==> config.mk <==
export PLATFORM = sky130hd
export DESIGN_NAME = dcf_queue
export DESIGN_NICKNAME = d
export VERILOG_FILES = /design/src/rtl/core/dcf_pkg.sv /design/src/rtl/core/dcf_queue.sv
export VERILOG_INCLUDE_DIRS = /design/src /design/src/rtl/core
export SDC_FILE = /design/constraint.sdc
export NUM_CORES = 1
export LEC_CHECK = 0
export BUFFER_PORTS_ARGS = -buffer_cell sky130_fd_sc_hd__buf_2
export CAP_MARGIN = 20
export CORE_MARGIN = 4
export CORE_UTILIZATION = 57
export DETAILED_ROUTE_END_ITERATION = 8
export HOLD_SLACK_MARGIN = 0.08
export PLACE_DENSITY = 0.79
export SLEW_MARGIN = 20
export SYNTH_ARGS = -nofsm -noshare
export SYNTH_HDL_FRONTEND = slang
export SYNTH_SLANG_ARGS = --single-unit
export TNS_END_PERCENT = 10
==> constraint.sdc <==
create_clock -name clock -period 3.4 [get_ports clock]
set_input_delay 0.34 -clock clock [delete_from_list [all_inputs] [get_ports clock]]
set_output_delay 0.34 -clock clock [all_outputs]
set_load 0.01 [all_outputs]
==> src/rtl/core/assert_macros.svh <==
// ---------------------------------------------------------------------------
// Assertion macros
// Shared concurrent assertion forms for the depth filter RTL.
// ---------------------------------------------------------------------------
`ifndef ASSERT_MACROS_SVH
`define ASSERT_MACROS_SVH

// same-cycle implication
`define DCF_ASSERT_IMPL(name, clk, rst, ante, cons, msg) \
   name: assert property (@(posedge clk) disable iff (rst) (ante) |-> (cons)) \
      else $error(msg);

// next-cycle implication
`define DCF_ASSERT_NEXT(name, clk, rst, ante, cons, msg) \
   name: assert property (@(posedge clk) disable iff (rst) (ante) |=> (cons)) \
      else $error(msg);

`endif

==> src/rtl/core/dcf_pkg.sv <==
// ---------------------------------------------------------------------------
// dcf_pkg
// Types and constants shared by the 2x2 depth consistency filter.
// ---------------------------------------------------------------------------
`timescale 1ns / 1ps
`default_nettype none

package dcf_pkg;

   localparam int DEPTH_W     = 16;
   localparam int MAX_WIDTH   = 512;
   localparam int COL_W       = $clog2(MAX_WIDTH);
   localparam int ROW_W       = 10;
   localparam int FWIDTH_W    = 10;
   localparam int FHEIGHT_W   = 10;
   localparam int CMP_W       = COL_W + FWIDTH_W;
   localparam int SUM_W       = DEPTH_W + 2;
   localparam int PROD_W      = SUM_W + 7;
   localparam int CSR_IDX_W   = 3;
   localparam int CSR_DATA_W  = 16;
   localparam int QUEUE_DEPTH = 4;
   localparam int QPTR_W      = $clog2(QUEUE_DEPTH);
   localparam int QCNT_W      = QPTR_W + 1;

   typedef enum logic [CSR_IDX_W-1:0] {
      CSR_MIN_DEPTH    = 3'd0,
      CSR_MAX_DEPTH    = 3'd1,
      CSR_FILTER_EN    = 3'd2,
      CSR_FRAME_WIDTH  = 3'd3,
      CSR_FRAME_HEIGHT = 3'd4
   } csr_index_type;

   localparam logic [DEPTH_W-1:0]   RST_MIN_DEPTH    = 16'd500;
   localparam logic [DEPTH_W-1:0]   RST_MAX_DEPTH    = 16'd4500;
   localparam logic                 RST_FILTER_EN    = 1'b1;
   localparam logic [FWIDTH_W-1:0]  RST_FRAME_WIDTH  = 10'd512;
   localparam logic [FHEIGHT_W-1:0] RST_FRAME_HEIGHT = 10'd424;

   typedef struct packed {
      logic [DEPTH_W-1:0]   min_depth;
      logic [DEPTH_W-1:0]   max_depth;
      logic                 filter_enable;
      logic [FWIDTH_W-1:0]  frame_width;
      logic [FHEIGHT_W-1:0] frame_height;
   } dcf_cfg_type;

   // one 2x2 window: x0 = pixel, x1 = right, x2 = below, x3 = below right
   typedef struct packed {
      logic [DEPTH_W-1:0] x0;
      logic [DEPTH_W-1:0] x1;
      logic [DEPTH_W-1:0] x2;
      logic [DEPTH_W-1:0] x3;
      logic [SUM_W-1:0]   sum;
      logic               all_in;
      logic               x0_in;
      logic               x1_in;
      logic               range_only;
      logic               has_main;
      logic               has_last;
      logic               pad;
   } dcf_entry_type;

   typedef struct packed {
      logic full;
      logic empty;
   } dcf_qstat_type;

endpackage

`default_nettype wire

==> src/rtl/core/dcf_queue.sv <==
// ---------------------------------------------------------------------------
// dcf_queue
// Short FIFO of windows between front and back end.
// ---------------------------------------------------------------------------
`timescale 1ns / 1ps
`default_nettype none
`include "assert_macros.svh"

module dcf_queue (
   input  wire logic                   clock,
   input  wire logic                   reset,
   input  wire logic                   push,
   input  wire dcf_pkg::dcf_entry_type push_entry,
   input  wire logic                   pop,
   output dcf_pkg::dcf_entry_type      head,
   output dcf_pkg::dcf_qstat_type      qstat
);

   dcf_pkg::dcf_entry_type       entries_ff [dcf_pkg::QUEUE_DEPTH];
   logic [dcf_pkg::QPTR_W-1:0]   wr_ptr_ff, wr_ptr_in;
   logic [dcf_pkg::QPTR_W-1:0]   rd_ptr_ff, rd_ptr_in;
   logic [dcf_pkg::QCNT_W-1:0]   count_ff, count_in;

   assign qstat.full  = (count_ff == dcf_pkg::QCNT_W'(dcf_pkg::QUEUE_DEPTH));
   assign qstat.empty = (count_ff == '0);
   assign head        = entries_ff[rd_ptr_ff];

   always_comb begin
      wr_ptr_in = push ? wr_ptr_ff + dcf_pkg::QPTR_W'(1) : wr_ptr_ff;
      rd_ptr_in = pop  ? rd_ptr_ff + dcf_pkg::QPTR_W'(1) : rd_ptr_ff;
      count_in  = count_ff;
      case ({push, pop})
         2'b10:   count_in = count_ff + dcf_pkg::QCNT_W'(1);
         2'b01:   count_in = count_ff - dcf_pkg::QCNT_W'(1);
         default: count_in = count_ff;
      endcase
   end

   always_ff @(posedge clock) begin
      if (reset) begin
         wr_ptr_ff <= '0;
         rd_ptr_ff <= '0;
         count_ff  <= '0;
      end else begin
         wr_ptr_ff <= wr_ptr_in;
         rd_ptr_ff <= rd_ptr_in;
         count_ff  <= count_in;
      end
   end

   always_ff @(posedge clock) begin
      if (push) begin
         entries_ff[wr_ptr_ff] <= push_entry;
      end
   end

   `DCF_ASSERT_IMPL(a_pop_not_empty, clock, reset, pop, !qstat.empty,
                    "pop from empty queue")

endmodule

`default_nettype wire

# After elaboration in Yosys (flattened, before gate mapping)
# Memory sizes are Yosys's and may differ from the RTL's. A register that Yosys moved wholly into a read port is not among the register bits.
# Cells that the tools add are included.
# totals
ff_bits	7
ram_bits	356
in_bits	93
output_inout_bits	91
word_cells	18
mem_count	1
# op_classes
addsub	4
n_eq_ne	3
n_mux	5
n_reduce_logical	2
# memory_table
memory	words	width	read_ports	rd_ports_with_merged_regs	write_ports	line	source
entries_ff	4	89	1	1	1	dcf_queue.sv:19	dcf_pkg::dcf_entry_type entries_ff [dcf_pkg::QUEUE_DEPTH];
# op_table
cell	count
$pmux 3 s2	1
$add 2x1->2 const B	2
$mux 2	2
$add 3x1->3 const B	1
$eq 3x3->1 const B	1
$logic_not 3->1	1
$sub 3x1->3 const B	1
$eq 2x1->1 const B	1
$eq 2x2->1 const B	1
$mux 1	2
$reduce_bool 2->1	1

# Logic depth before layout (Yosys ltp)
# depth
word_depth	3
ltp_mapped	7
depth_no_buf	7

# Worst setup path after synthesis
# Ideal clock, no wire load.
# synth_timing
path_type	flip-flop to flip-flop
from	register wr_ptr_ff[0] in the netlist's numbering
to	memory entries_ff[0][0] in the netlist's numbering (enable)
setup_ps	457
arrival_ps	2607
t_required_ps	2943
path_slack_ps	335
stages_incl_launch_ff	4
n_path_buf	0
period_less_slack_ps	3065
cell_sequence	dfxtp_1 -> inv_1 -> ha_1 -> and2_1
# synth_lines
item	line	source
from (decl)	dcf_queue.sv:20	logic [dcf_pkg::QPTR_W-1:0] wr_ptr_ff, wr_ptr_in;
from (signal assigned)	dcf_queue.sv:45	wr_ptr_ff <= wr_ptr_in;
to (decl)	dcf_queue.sv:19	
# Straight into the memory's write port.

==> results.py <==
metrics = {
    "final_layout": {
        "nNetsFinal": 911,
        "nFillCells": 1273,
        "final_common_cell": "edfxtp_1",
        "final_layout_size_suffix_gt1_share_pct": 41.02,
        "stdcell_area_um2": 16810,
        "final_core_util_pct": 73.78,
        "area_growth_pct": 26.82,
        "layout_common_cells": "edfxtp_1 (356), buf_2 (183), dlygate4sd3_1 (90), mux4_2 (89), clkbuf_16 (39)",
    },
    "route": {
        "via_per_inst": 5.545,
        "route.vias.total": 6410,
        "drt_iter0_markers": 485,
        "drt-total-wl_mm": 26.55,
        "drtPass1Iterations": 4,
        "wire_per_inst_um": 22.97,
        "postRouteAntennaNets": 0,
        "drc": 0,
    },
    "die": {
        "rows": 55,
        "die_x_um": 160.5,
        "die-area_um2": 25750,
        "coreArea_um2": 22780,
        "start_util_pct": 58.18,
        "die_h_um": 160.5,
        "ios": 184,
    },
    "setup_path": {
        "critPathLaunchType": "register",
        "path_buf_inv": 2,
        "crit_type": "reg -> out",
        "crit_required_ns": 3.06,
        "cpPeakStageDelay_ns": 0.61,
        "path_cells": "buf_4 -> mux4_2 -> buf_2",
        "slowest_stage": "mux4_2",
        "crit_family": "buffers and inverters",
        "cp-end-kind": "output port",
        "arrival_ns": 2.40,
        "cp_max_fo": 32,
    },
    "global_route": {
        "antenna_found_initial": 2,
        "grt-ovfl-total": 0,
        "grt_max_degree": 51,
        "grt_pass1_vias": 7177,
        "grt_pass1_wl_mm": 41.33,
        "track_usage_pct": 20.91,
    },
    "sta": {
        "period_share_pct": 80.64,
        "tns_ns": 0,
        "maxSlewHeadroom_pct": 47.02,
        "skew_ns": 0.01365,
        "rsz0062_at_grt": "no",
        "period_minus_slack_ns": 2.742,
        "tightestPinTransition_ns": 0.7947,
        "finalHoldViolCount": 0,
        "setup_slack_ns": 0.6582,
        "whs_ns": 0.1700,
        "slew_viol_final": 0,
        "fmaxAchievable_mhz": 364.7,
        "setup_viol": 0,
    },
    "synthesis": {
        "syn_area_um2": 13250,
        "synth-seq-cells": 365,
        "ys_seq_area_share_pct": 82.03,
        "synth_top_area_cell": "edfxtp_1",
        "syn_inst": 512,
        "syn_nets": 611,
        "synthDistinctLibCells": 22,
        "synth_top_area_share_pct": 80.67,
        "syn_avg_cell_area_um2": 25.88,
        "yosys-top-cells-area": "edfxtp_1 (81%), mux4_2 (15%), dfxtp_1 (1.4%)",
        "ys_warn_count": 0,
    },
    "place": {
        "dpl-instance-area_um2": 14580,
        "place_ws_ns": 1.139,
        "place_hpwl_mm": 14.39,
        "io_buffers": 183,
        "place.gp.congestion": 0.7245,
    },
    "status": {
        "status": "completed",
    },
    "clocking": {
        "numClockSinks": 365,
        "clk_pin_slew_ns": 0.06,
        "cts_tree": "done",
        "cts_buffers": 37,
        "cts_buffer_depth": 3,
        "cts_root_buf": "clkbuf_16",
        "post_cts_buffers": 0,
        "htree_levels": 2,
        "insertion_delay_ns": 0.52,
    },
    "power": {
        "ir_worst_vdd_v": 0.0005127,
        "p_leak_nw": 5.772,
        "power.density_nw_per_um2": 629.3,
    },
    "worst_hold_path": {
        "hold_class": "in -> reg",
    },
    "job": {
        "drv_cap": 0,
    },
}
-- layout make-up --
class / instances / area (µm²) / share of cell area [%]
diodes: 2 / 5.005 / 0.02978
inverters: 6 / 22.52 / 0.1340
well taps: 313 / 391.6 / 2.330
flip-flops and latches: 365 / 10880 / 64.73
multi-input cells: 120 / 2242 / 13.34
clock inverters: 25 / 329.1 / 1.958
clock buffers: 43 / 991.0 / 5.896
repair buffers: 282 / 1947 / 11.58
-- metrics by stage --
step	std cells	power [mW]
after floorplan	512	5.873
after global placement	996	6.223
after detailed placement	996	6.267
after CTS	1154	10.66
after global routing	1156	10.97
final	1156	10.58
-- synth_stat cells (all sizes together) --
cell,number
clkbuf,8
inv,6
xnor2,2
or3,1
mux2i,1
edfxtp,356
o21ai,1
ha,5
dfxtp,9
fa,1
a21oi,2
buf,13
nor3,1
xor2,3
nand2,1
and2,4
and3,1
mux4,89
nor2,8
-- sequential cells by signal, summed over array words and instances (netlist names), named ones only --
signal	cells
entries_ff	356
count_ff	3
rd_ptr_ff	2
wr_ptr_ff	2
-- report_power, final --
group          switching [mW]  total [mW]  internal, mW  leakage [nW]
Combinational           0.512        1.00         0.492          1.77
Sequential             0.0818        5.25          5.17          3.35
Clock                    1.62        4.32          2.70         0.652
-- final timing paths --
| check | start | endpoint | slack [ns] | depth (start not counted) |
|---|---|---|---|---|
| setup reg to reg | wr_ptr_ff[0] | entries_ff[0][65] | 1.45 | 4 |
| hold / removal | pop | rd_ptr_ff[0] | 0.17 | 3 |
| hold reg to reg | count_ff[2] | count_ff[2] | 0.52 | 2 |
| setup / recovery | register | head[30] | 0.66 | 3 |
-- kinds of logic after synthesis --
logic type | share of synthesized area, %
AND/OR/NAND/NOR | 0.5759
XOR/XNOR | 0.3305
buffers and inverters | 1.124
multiplexers | 15.20
flip-flops | 82.03
AO/OA/AOI/OAI | 0.1133
adder cells (fa/ha/maj) | 0.6232
-- tightest hold or removal path, cell delays in order --
cell     delay, ns
buf_2         0.12
xnor2_1       0.10
nor2_1        0.08
-- per-layer routing --
metal	vias up	share of wire, %	global-route usage, %
met5	-	0	0
met4	0	2.0	5.788
met3	38	6.3	3.900
met2	250	52	35.94
met1	3324	40	27.99
li1	2798	-	-
-- repair_timing --
action,CTS,global route
endpoints found under the hold margin,357,0
gates resized for setup,0,0
hold buffers,90,0
No activity file was read; power rests on OpenSTA's default activity.
